`config.mk`:
```
export PLATFORM = sky130hd
export DESIGN_NAME = running_moving_average_deviation
export DESIGN_NICKNAME = d
export VERILOG_FILES = /design/src/rtl/core/rmad_pkg.sv /design/src/rtl/core/running_moving_average_deviation.sv /design/src/rtl/core/rmad_div.sv
export SDC_FILE = /design/constraint.sdc
export NUM_CORES = 2
export LEC_CHECK = 0
export BUFFER_PORTS_ARGS = -buffer_cell sky130_fd_sc_hd__clkbuf_2
export CORE_ASPECT_RATIO = 1.2
export CORE_MARGIN = 2
export CORE_UTILIZATION = 40
export CTS_CLUSTER_SIZE = 8
export DETAILED_ROUTE_END_ITERATION = 10
export SYNTH_ARGS = -nofsm -noshare
export SYNTH_HDL_FRONTEND = slang
export SYNTH_SLANG_ARGS = --single-unit
export TNS_END_PERCENT = 5
```
`constraint.sdc`:
```
create_clock -name clk -period 16.6 [get_ports clk]
set_input_delay 2.49 -clock clk [delete_from_list [all_inputs] [get_ports clk]]
set_output_delay 2.49 -clock clk [all_outputs]
set_load 0.005 [all_outputs]
```
`src/rtl/core/rmad_pkg.sv`:
```
// Shared types and constants for the running moving average deviation block.
package rmad_pkg;

  localparam int unsigned WIN_W     = 12;
  localparam int unsigned COUNT_W   = 13;
  localparam int unsigned OUT_W     = 32;
  localparam int unsigned SCALE_W   = 7;
  localparam int unsigned Q_FRAC    = 16;

  localparam logic [WIN_W-1:0]   WIN_RESET   = 12'd14;
  localparam logic [COUNT_W-1:0] COUNT_MAX   = 13'h1FFF;
  localparam logic [SCALE_W-1:0] PERCENT     = 7'd100;
  localparam logic [OUT_W-1:0]   DEV_MAX_POS = 32'h7FFF_FFFF;
  localparam logic [OUT_W-1:0]   DEV_MIN_NEG = 32'h8000_0000;

  // Status of the shared divider as seen by the sequencer.
  typedef struct packed {
    logic busy;
    logic done;
  } div_stat_t;

endpackage

```
`src/rtl/core/running_moving_average_deviation.sv`:
```
// Wilder running moving average with percentage deviation of the previous sample.
//
// Input words arrive on in_*: tdata carries the sample (value times 256), tuser
// marks the first sample of a series. Result words leave on out_*: tdata carries
// the average (low 32 bits) and the signed Q16.16 deviation (high 32 bits),
// tuser flags a zero average. The user must write the smoothing period through
// cfg_wr_en and cfg_wr_data only while no word is in flight; the block itself
// does not enforce this. A word that only builds up the seed sum is taken
// without leaving the idle state. A word that produces a result needs a multiply
// step and passes through the shared radix-2 divider, once for the average and,
// unless the average is zero, once more for the deviation, with start, done and
// sequencing steps around them; the next word can be taken once its result has
// been handed to the output register. The seeding word skips the multiply.
// The divider is the only long path and in_tready stays low while it runs.
// The result sits in an output register; if the receiver stalls, the next
// input word is still accepted and computed, and only its hand-off waits.
// Reset clears the series state and sets the period to 14.
module running_moving_average_deviation
  import rmad_pkg::*;
#(
  parameter int unsigned SAMPLE_WIDTH          = 32,
  parameter int unsigned AVERAGE_FRACTION_BITS = 16
) (
  input  logic                                  clk,
  input  logic                                  rst_n,
  // sample
  input  logic [((SAMPLE_WIDTH+7)/8)*8-1:0]     in_tdata,
  // first_of_series
  input  logic                                  in_tuser,
  input  logic                                  in_tvalid,
  output logic                                  in_tready,
  // average [31:0], deviation_percent [63:32]
  output logic [2*OUT_W-1:0]                    out_tdata,
  // zero_average
  output logic                                  out_tuser,
  output logic                                  out_tvalid,
  input  logic                                  out_tready,
  input  logic                                  cfg_wr_en,
  input  logic [WIN_W-1:0]                      cfg_wr_data
);

  localparam int unsigned SW    = SAMPLE_WIDTH;
  localparam int unsigned FB    = AVERAGE_FRACTION_BITS;
  localparam int unsigned AVG_W = SW + FB;
  localparam int unsigned SUM_W = SW + WIN_W;
  localparam int unsigned NUM_W = AVG_W + SCALE_W + Q_FRAC;
  localparam int unsigned DEN_W = (AVG_W > WIN_W) ? AVG_W : WIN_W;
  localparam int unsigned QE_W  = (NUM_W > OUT_W + 1) ? NUM_W : OUT_W + 1;

  localparam logic [2:0] S_IDLE = 3'd0;
  localparam logic [2:0] S_MUL  = 3'd1;
  localparam logic [2:0] S_DIV1 = 3'd2;
  localparam logic [2:0] S_DEV  = 3'd3;
  localparam logic [2:0] S_DIV2 = 3'd4;
  localparam logic [2:0] S_DONE = 3'd5;

  logic [2:0]         state_r, state_nxt;
  logic [WIN_W-1:0]   wl_r;
  logic [COUNT_W-1:0] count_r, count_nxt;
  logic [SUM_W-1:0]   seed_r, seed_nxt;
  logic [AVG_W-1:0]   pa_r, pa_nxt;
  logic [SW-1:0]      ps_r, ps_nxt;
  logic [SW-1:0]      x_r, x_nxt;
  logic [COUNT_W-1:0] idx_r, idx_nxt;
  logic [NUM_W-1:0]   num_r, num_nxt;
  logic [DEN_W-1:0]   den_r, den_nxt;
  logic               start_r, start_nxt;
  logic [AVG_W-1:0]   avg_r, avg_nxt;
  logic               neg_r, neg_nxt;
  logic [OUT_W-1:0]   dev_r, dev_nxt;
  logic               zero_r, zero_nxt;
  logic               out_valid_r, out_valid_nxt;
  logic [OUT_W-1:0]   out_avg_r, out_avg_nxt;
  logic [OUT_W-1:0]   out_dev_r, out_dev_nxt;
  logic               out_zero_r, out_zero_nxt;

  logic [WIN_W-1:0]     n;
  logic [COUNT_W-1:0]   idx_in;
  logic [SW-1:0]        x_in;
  logic [SUM_W-1:0]     seed_add;
  logic [AVG_W+WIN_W-1:0] prod;
  logic [AVG_W-1:0]     x_shift;
  logic [AVG_W-1:0]     p_shift;
  logic                 p_below;
  logic [AVG_W-1:0]     mag;
  logic [NUM_W-1:0]     dev_num;
  logic [QE_W-1:0]      q_ext;
  logic [OUT_W-1:0]     dev_sat;
  logic [AVG_W+OUT_W-1:0] avg_wide;
  logic [NUM_W-1:0]     div_q;
  div_stat_t            div_stat;

  rmad_div #(
    .NUM_W (NUM_W),
    .DEN_W (DEN_W)
  ) u_div (
    .clk      (clk),
    .rst_n    (rst_n),
    .start    (start_r),
    .dividend (num_r),
    .divisor  (den_r),
    .quotient (div_q),
    .stat     (div_stat)
  );

  assign n        = (wl_r == '0) ? WIN_W'(1) : wl_r;
  assign x_in     = in_tdata[SW-1:0];
  assign idx_in   = in_tuser ? '0 : count_r;
  assign seed_add = seed_r + SUM_W'(x_in);
  assign prod     = pa_r * (n - WIN_W'(1));
  assign x_shift  = AVG_W'(x_r) << FB;
  assign p_shift  = AVG_W'(ps_r) << FB;
  assign p_below  = p_shift < avg_r;
  assign mag      = p_below ? (avg_r - p_shift) : (p_shift - avg_r);
  assign dev_num  = (NUM_W'(mag) * NUM_W'(PERCENT)) << Q_FRAC;
  assign q_ext    = QE_W'(div_q);
  assign avg_wide = (AVG_W + OUT_W)'(avg_r) >> FB;

  // Deviation is truncated toward zero, then clamped to the signed 32-bit range.
  always_comb begin
    if (!neg_r) begin
      dev_sat = (q_ext > QE_W'(DEV_MAX_POS)) ? DEV_MAX_POS : q_ext[OUT_W-1:0];
    end else begin
      dev_sat = (q_ext > QE_W'(DEV_MIN_NEG)) ? DEV_MIN_NEG
                                              : (~q_ext[OUT_W-1:0] + OUT_W'(1));
    end
  end

  assign in_tready = (state_r == S_IDLE);

  always_comb begin
    state_nxt     = state_r;
    count_nxt     = count_r;
    seed_nxt      = seed_r;
    pa_nxt        = pa_r;
    ps_nxt        = ps_r;
    x_nxt         = x_r;
    idx_nxt       = idx_r;
    num_nxt       = num_r;
    den_nxt       = den_r;
    start_nxt     = 1'b0;
    avg_nxt       = avg_r;
    neg_nxt       = neg_r;
    dev_nxt       = dev_r;
    zero_nxt      = zero_r;
    out_valid_nxt = out_valid_r && !out_tready;
    out_avg_nxt   = out_avg_r;
    out_dev_nxt   = out_dev_r;
    out_zero_nxt  = out_zero_r;

    case (state_r)
      S_IDLE: begin
        if (in_tvalid) begin
          x_nxt   = x_in;
          idx_nxt = idx_in;
          if (idx_in == '0) begin
            seed_nxt  = '0;
            pa_nxt    = '0;
            ps_nxt    = x_in;
            count_nxt = COUNT_W'(1);
          end else if (idx_in < {1'b0, n}) begin
            seed_nxt  = seed_add;
            ps_nxt    = x_in;
            count_nxt = idx_in + COUNT_W'(1);
          end else if (idx_in == {1'b0, n}) begin
            // Seed: the first average is the plain mean of the summed samples.
            seed_nxt  = seed_add;
            num_nxt   = NUM_W'(seed_add) << FB;
            den_nxt   = DEN_W'(n);
            start_nxt = 1'b1;
            state_nxt = S_DIV1;
          end else begin
            state_nxt = S_MUL;
          end
        end
      end
      S_MUL: begin
        num_nxt   = NUM_W'(prod) + NUM_W'(x_shift);
        den_nxt   = DEN_W'(n);
        start_nxt = 1'b1;
        state_nxt = S_DIV1;
      end
      S_DIV1: begin
        if (div_stat.done) begin
          avg_nxt   = div_q[AVG_W-1:0];
          state_nxt = S_DEV;
        end
      end
      S_DEV: begin
        if (avg_r == '0) begin
          dev_nxt   = '0;
          zero_nxt  = 1'b1;
          state_nxt = S_DONE;
        end else begin
          neg_nxt   = p_below;
          zero_nxt  = 1'b0;
          num_nxt   = dev_num;
          den_nxt   = DEN_W'(avg_r);
          start_nxt = 1'b1;
          state_nxt = S_DIV2;
        end
      end
      S_DIV2: begin
        if (div_stat.done) begin
          dev_nxt   = dev_sat;
          state_nxt = S_DONE;
        end
      end
      S_DONE: begin
        if (!out_valid_r || out_tready) begin
          out_valid_nxt = 1'b1;
          out_avg_nxt   = avg_wide[OUT_W-1:0];
          out_dev_nxt   = dev_r;
          out_zero_nxt  = zero_r;
          pa_nxt        = avg_r;
          ps_nxt        = x_r;
          count_nxt     = (idx_r == COUNT_MAX) ? COUNT_MAX : idx_r + COUNT_W'(1);
          state_nxt     = S_IDLE;
        end
      end
      default: begin
        state_nxt = S_IDLE;
      end
    endcase
  end

  always_ff @(posedge clk) begin
    if (!rst_n) begin
      state_r     <= S_IDLE;
      wl_r        <= WIN_RESET;
      count_r     <= '0;
      seed_r      <= '0;
      pa_r        <= '0;
      ps_r        <= '0;
      start_r     <= 1'b0;
      out_valid_r <= 1'b0;
    end else begin
      state_r     <= state_nxt;
      if (cfg_wr_en) begin
        wl_r <= cfg_wr_data;
      end
      count_r     <= count_nxt;
      seed_r      <= seed_nxt;
      pa_r        <= pa_nxt;
      ps_r        <= ps_nxt;
      start_r     <= start_nxt;
      out_valid_r <= out_valid_nxt;
    end
  end

  always_ff @(posedge clk) begin
    x_r        <= x_nxt;
    idx_r      <= idx_nxt;
    num_r      <= num_nxt;
    den_r      <= den_nxt;
    avg_r      <= avg_nxt;
    neg_r      <= neg_nxt;
    dev_r      <= dev_nxt;
    zero_r     <= zero_nxt;
    out_avg_r  <= out_avg_nxt;
    out_dev_r  <= out_dev_nxt;
    out_zero_r <= out_zero_nxt;
  end

  assign out_tdata  = {out_dev_r, out_avg_r};
  assign out_tuser  = out_zero_r;
  assign out_tvalid = out_valid_r;

  // No new word may enter while the divider is working on the current one.
  a_busy_blocks_input: assert property (@(posedge clk) disable iff (!rst_n)
    div_stat.busy |-> !in_tready)
    else $error("input accepted while divider busy");

  // A divider completion only arrives in a state that waits for it.
  a_done_in_div_state: assert property (@(posedge clk) disable iff (!rst_n)
    div_stat.done |-> (state_r == S_DIV1 || state_r == S_DIV2))
    else $error("divider done outside a divide state");

  // A zero average always goes out with zero deviation and zero average value.
  a_zero_avg_result: assert property (@(posedge clk) disable iff (!rst_n)
    (out_tvalid && out_tuser) |-> (out_tdata == '0))
    else $error("zero average word carries nonzero data");

endmodule

```
`src/rtl/core/rmad_div.sv`:
```
// Iterative restoring divider, one quotient bit per cycle.
module rmad_div
  import rmad_pkg::*;
#(
  parameter int unsigned NUM_W = 71,
  parameter int unsigned DEN_W = 48
) (
  input  logic             clk,
  input  logic             rst_n,
  input  logic             start,
  input  logic [NUM_W-1:0] dividend,
  input  logic [DEN_W-1:0] divisor,
  output logic [NUM_W-1:0] quotient,
  output div_stat_t        stat
);

  localparam int unsigned CNT_W = $clog2(NUM_W + 1);

  logic [CNT_W-1:0] cnt_r;
  logic             done_r;
  logic [NUM_W-1:0] q_r;
  logic [DEN_W-1:0] rem_r;
  logic [DEN_W-1:0] den_r;
  logic [DEN_W:0]   trial;
  logic             fits;
  logic [DEN_W:0]   diff;

  // The quotient register doubles as the dividend shift register.
  assign trial = {rem_r, q_r[NUM_W-1]};
  assign fits  = trial >= {1'b0, den_r};
  assign diff  = trial - {1'b0, den_r};

  always_ff @(posedge clk) begin
    if (!rst_n) begin
      cnt_r  <= '0;
      done_r <= 1'b0;
    end else begin
      done_r <= (cnt_r == CNT_W'(1));
      if (start) begin
        cnt_r <= CNT_W'(NUM_W);
      end else if (cnt_r != '0) begin
        cnt_r <= cnt_r - CNT_W'(1);
      end
    end
  end

  always_ff @(posedge clk) begin
    if (start) begin
      q_r   <= dividend;
      rem_r <= '0;
      den_r <= divisor;
    end else if (cnt_r != '0) begin
      q_r   <= {q_r[NUM_W-2:0], fits};
      rem_r <= fits ? diff[DEN_W-1:0] : trial[DEN_W-1:0];
    end
  end

  assign quotient  = q_r;
  assign stat.busy = (cnt_r != '0);
  assign stat.done = done_r;

endmodule
```
**Yosys cells after proc, flatten, opt, wreduce, memory -nomap -nowiden**

Cells that the tools add are included.

- Add/sub/neg operators: 10
- Order comparisons: 5
- Reductions and logical operators: 25
- Bitwise gates (word level): 3
- Equal/unequal tests: 19
- Muxes and demuxes: 62
- Multipliers: 2

Operators by type and width:

| kind | number |
|---|---|
| $mux W71 | 7 |
| $mux W48 | 10 |
| $mux W32 | 9 |
| $pmux W71 S3 | 1 |
| $pmux W48 S3 | 1 |
| $sub A48 B48 Y48 | 3 |
| $mux W44 | 3 |
| $pmux W32 S2 | 2 |
| $pmux W48 S2 | 1 |
| $mux W13 | 6 |
| $gt A71 B31 Y1 const B | 1 |
| $gt A71 B32 Y1 const B | 1 |
| $add A60 B48 Y61 | 1 |
| $mul A49 B13 Y60 | 1 |
| $mul A48 B5 Y53 const B | 1 |
| $ge A49 B48 Y1 | 1 |
| $logic_not A48 Y1 | 1 |
| $lt A48 B48 Y1 | 1 |
| $add A44 B32 Y44 | 1 |
| $add A32 B1 Y32 const B | 1 |
| $not A32 Y32 | 1 |
| $add A13 B1 Y13 const B | 2 |
| $pmux W13 S2 | 1 |
| $mux W3 | 6 |
| other kinds (33) | 63 |

- Word-level logic and storage cells: 151
- Register bits: 640
- Output and inout port bits: 67
- Input port bits: 50

**Depth between registers and ports, before layout**

- Depth after elaboration: 8
- Mapped depth: 46
- Mapped depth without buffers: 44

**Modules after synthesis**

From an unflattened synthesis, not the netlist that was laid out.

- Cell total of the unflattened synthesis: 6510
- Area, all modules: 60848.4 µm²

Modules (own cells, without submodules):

| module | area each (µm²) | sequential area each (µm²) | cells each | instances |
|---|---|---|---|---|
| running_moving_average_deviation | 50933.8 | 12421.9 | 5554 | 1 |
| rmad_div | 9914.5 | 4694.5 | 956 | 1 |

**Worst setup path after synthesis**

Ideal clock, no wire load.

- Path type: input to register
- Start: input port in_tuser
- End: register start_r
- Setup time: 0.114 ns
- Required time: 16.486 ns
- Arrival time: 16.511 ns
- Cell stages on the path: 14
- Path buffers: 1
- Slack: -0.024 ns
- Path through: clkbuf_1 > nand2b_1 > inv_1 > ha_1 > nor2b_1 > o21a_1 > o21ai_0 > nand2b_1 > a21oi_1 > o21ai_0 > a21o_1 > a31oi_1 > nor4_1 > o2111a_1

- Longest elaborated chain between the ends: 7
- Elaborated cells on any way between the ends: 9
- Those cells by class: order compare (1); eq/ne (1); mux (6); reduce/logical (1)

Ends and longest elaborated chain:

| what | line | RTL |
|---|---|---|
| from (decl) | running_moving_average_deviation.sv:29 | `input logic in_tuser,` |
| $mux W13 * | running_moving_average_deviation.sv:108 | `assign idx_in = in_tuser ? '0 : count_r;` |
| named net idx_in[1] | running_moving_average_deviation.sv:78 | `logic [COUNT_W-1:0] idx_in;` |
| branches (longest 3 deep; another with $lt A13 B12 Y1) | -- |  |
| $mux W1 * | running_moving_average_deviation.sv:156 | `if (idx_in == '0) begin` |
| $mux W1 * | running_moving_average_deviation.sv:153 | `if (in_tvalid) begin` |
| $pmux W1 S3 * | running_moving_average_deviation.sv:151 | `case (state_r)` |
| to (signal assigned) | running_moving_average_deviation.sv:246 | `start_r <= start_nxt;` |
| to (decl) | running_moving_average_deviation.sv:67 | `logic start_r, start_nxt;` |

Mark *: on every way through the listed nets, which the timed path passes.
A chain may end at the register's enable or synchronous reset.

**Final worst setup path**

- Start: register wl_r[6]
- End: register num_r[52] (data pin)

- Longest elaborated chain between the ends: 6

Ends and longest elaborated chain:

| what | line | RTL |
|---|---|---|
| from (decl) | running_moving_average_deviation.sv:58 | `logic [WIN_W-1:0] wl_r;` |
| from (signal assigned) | running_moving_average_deviation.sv:240 | `wl_r <= cfg_wr_data;` |
| $logic_not A12 Y1 | running_moving_average_deviation.sv:106 | `assign n = (wl_r == '0) ? WIN_W'(1) : wl_r;` |
| $mux W12 * | running_moving_average_deviation.sv:106 |  |
| $sub A12 B1 Y13 * | running_moving_average_deviation.sv:110 | `assign prod = pa_r * (n - WIN_W'(1));` |
| $mul A49 B13 Y60 * | running_moving_average_deviation.sv:110 |  |
| $add A60 B48 Y61 * | running_moving_average_deviation.sv:178 | `num_nxt = NUM_W'(prod) + NUM_W'(x_shift);` |
| $pmux W71 S3 * | running_moving_average_deviation.sv:151 |  |
| named net num_nxt[52] | running_moving_average_deviation.sv:65 | `logic [NUM_W-1:0] num_r, num_nxt;` |
| to (signal assigned) | running_moving_average_deviation.sv:254 | `num_r <= num_nxt;` |
| to (decl) | running_moving_average_deviation.sv:65 |  |

The timed path passes the listed nets; every way through them passes the cells marked *.

==> results.yml <==
run_status:
  outcome: "complete, no violations"
final_layout:
  final_common_cell: "nand2_1"
  drive_gt1_share_pct: 6.907
  multi_input_area_sq_mm: 0.03929
  layout_common_cells: "nand2_1, inv_1, fa_1"
  seq_area_sq_mm: 0.01712
  final_nets: 7557
  n_fill_cell: 14620
  area_growth_pct: 8.705
  final_area_sq_mm: 0.06557
sta:
  max_freq_ghz: 0.07920
  rsz0062_at_grt: "false"
  hold_viol: 0
  timing.final.crit_share_pct: 76.07
  slew_headroom_pct: 19.50
  setup_viol_count_final: 0
  hold_ws_ns: 0.3941
  period_needed_ns: 12.63
  tightestPinTransition_ns: 1.195
  fin_setup_tns_ns: 0
  drv_slew: 0
  finClkSkew_ns: 0.1018
global_routing:
  track_usage_pct: 24.84
  antenna_found_initial: 8
  overflow: 0
  grt_max_degree: 85
  grt_pass1_wl_mm: 292.3
  grt_pass1_vias: 48380
route:
  postRouteAntennaNets: 0
  vias_per_cell: 5.590
  wl_per_cell_um: 22.56
  drc_errors: 0
  routed_wl_mm: 191.9
  first_iter_violations: 3565
  vias: 47550
  drt_first_pass_iters: 7
die:
  boundaryPins: 117
  die_h_um: 429.4
  die_w_um: 358.5
  rows: 156
  dieArea_sq_mm: 0.1539
  start_util_pct: 40.14
  core_sq_mm: 0.1503
synthesis:
  netlist_area_sq_mm: 0.06032
  netlist_instances: 6503
  syn_nets: 7606
  synth.distinct_cells: 109
  synth_top_area_share_pct: 21.41
  synth_edf_count: 430
  seq_area_frac_synth_pct: 28.37
  yosys_warnings: 0
  yosys-top-cells-area: "edfxtp_1, fa_1, ha_1"
  synth.avg_cell_area_sq_um: 9.276
  yosysTopAreaCell: "edfxtp_1"
  ys_seq_elements: 640
  synth_ff_type: "edfxtp_1"
  async_flop_share_pct: 0
worst_setup_path:
  r2r_end: "num_r[52]$_DFFE_PP_"
  cp-end-kind: "flip-flop"
  crit_fanout: 51
  rrSetupSlack_ns: 3.97
  reg2reg_from: "wl_r[6]$_SDFFE_PN0P_"
  start_kind: "flip-flop"
  cp_common_cell: "fa_1"
  critical_path_class: "flip-flop to flip-flop"
  cp_slowest_stage_delay_ns: 0.62
  worst-path-stages: 42
  cp.arrival_ns: 13.08
  cp.required_ns: 17.05
  path_buf_inv: 6
  cp_top_family: "adder cells"
  reg2regPathDepth: 42
  cp_slowest_cell: "a2111oi_0"
hold_path:
  min_from: "den_r[26]$_SDFFCE_PN0P_"
  hold-path-endpoint: "u_div.den_r[26]$_DFFE_PP_"
  min_path_type: "flip-flop to flip-flop"
  holdPathStages: 0
clock_tree:
  clockBufferDepth: 3
  h-tree-depth: 3
  clock_latency_ns: 0.73
  cts_root_buffer: "clkbuf_16"
  cts.repair.resized: 0
  path_clk_slew_ns: 0.05
  cts_inserted_buffers: 92
  post_cts.repair.setup_buffers: 0
  cts_hold_buf: 0
  cts_sinks: 640
  cts_tree: "yes"
placed_design:
  finalWeightedCongestion: 0.9355
  dp_hpwl_mm: 148.4
  io_buffers: 116
  postPlaceCellArea_sq_mm: 0.06275
pwr:
  p_per_area_mw_per_mm2: 104.2
  vdd_drop_max_v: 0.00009618
  leakagePower_nw: 29.73
  power.total_mw: 6.833
run:
  drv_cap: 0
==> registers in the layout (all words and copies together), names as in the netlist, 44 cells and up <==
| signal | count |
|---|---|
| avg_r | 48 |
| den_r | 48 |
| seed_r | 44 |
| u_div.quotient | 71 |
| u_div.den_r | 48 |
| num_r | 71 |
| pa_r | 48 |
| u_div.rem_r | 48 |
==> worst max path at each step <==
stage	from	end	slack (ns)
2_1_floorplan	in_tuser	start_r$_SDFF_PN0_	5.22
3_3_place_gp	wl_r[6]$_SDFFE_PN0P_	num_r[52]$_DFFE_PP_	4.01
3_5_place_dp	wl_r[6]$_SDFFE_PN0P_	num_r[52]$_DFFE_PP_	3.97
4_1_cts	wl_r[6]$_SDFFE_PN0P_	num_r[52]$_DFFE_PP_	3.97
5_1_grt	wl_r[6]$_SDFFE_PN0P_	num_r[52]$_DFFE_PP_	3.41
6_report	wl_r[6]$_SDFFE_PN0P_	num_r[52]$_DFFE_PP_	3.97
==> where the power goes <==
| group | internal [mW] | switching [mW] | total [mW] |
|---|---|---|---|
| logic | 1.11 | 1.68 | 2.78 |
| clock network | 1.07 | 0.776 | 1.85 |
| registers | 1.98 | 0.227 | 2.20 |
==> area by class of cell <==
cell class | count | area share [%]
Multi-Input combinational cell | 4780 | 59.92
Sequential cell | 640 | 26.11
Inverter | 774 | 4.434
Clock buffer | 160 | 3.976
Tap cell | 1975 | 3.768
Timing Repair Buffer | 166 | 1.458
Clock inverter | 10 | 0.3282
Antenna cell | 2 | 0.007632
==> through the flow <==
stage               std cells  setup slack [ns]  utilization [%]
finish                   8507             3.973            43.63
CTS                      8505             3.974            43.63
global route             8505             3.407            43.63
detailed placement       8335             3.972            41.75
global placement         8335             4.011            41.75
floorplan                6503             5.220                -
==> Yosys cell counts (27+ instances only) <==
| master | number |
|---|---|
| a21oi_1 | 410 |
| edfxtp_1 | 430 |
| inv_1 | 769 |
| o21a_1 | 51 |
| and3_1 | 48 |
| o21bai_1 | 38 |
| a22oi_1 | 60 |
| nor2_1 | 450 |
| o211ai_1 | 32 |
| nor2b_1 | 47 |
| nand4_1 | 61 |
| a311oi_1 | 57 |
| xnor2_1 | 178 |
| mux2_2 | 68 |
| ha_1 | 500 |
| nand3_1 | 90 |
| a21o_1 | 155 |
| xor2_1 | 118 |
| mux2i_1 | 27 |
| and2_1 | 203 |
| nor3_1 | 86 |
| nand2b_1 | 87 |
| nand2_1 | 773 |
| clkbuf_1 | 271 |
| a211oi_1 | 46 |
| or2_2 | 29 |
| nor4_1 | 34 |
| or3_1 | 44 |
| fa_1 | 553 |
| o21ai_0 | 216 |
| a31oi_1 | 53 |
| dfxtp_1 | 210 |
==> worst register-to-register path: cells and delay by family (launching register included) <==
family	cells	cell delay (ns)
fa+ha+maj	9	4.28
compound gates	12	3.36
simple gates	13	2.95
buf+inv	6	1.10
flops	1	0.43
xor+xnor	2	0.25
==> per-layer routing <==
metal | share of wire [%] | vias up | wire length [um] | GRT usage [%]
met5 | 0.023 | - | 45 | 0
met4 | 3.9 | 8 | 7494 | 9.740
met3 | 7.5 | 352 | 14480 | 4.786
met2 | 47 | 1641 | 90310 | 40.59
met1 | 41 | 23590 | 79590 | 32.31
li1 | - | 21960 | - | -
==> logic make-up (layout without fill, tap and decap cells) <==
logic type / Yosys count / in the layout / share of synthesized area [%]
AND/OR/NAND/NOR: 2032 / 2032 / 16.02
flip-flops: 640 / 640 / 28.37
multiplexers: 95 / 95 / 1.717
AO/OA/AOI/OAI: 1303 / 1303 / 14.03
XOR/XNOR: 297 / 297 / 4.325
adder cells (fa/ha/maj): 1053 / 1053 / 28.72
buffers and inverters: 1083 / 1110 / 6.816
other: 0 / 2 / 0
(Power assumes the default switching activity.)
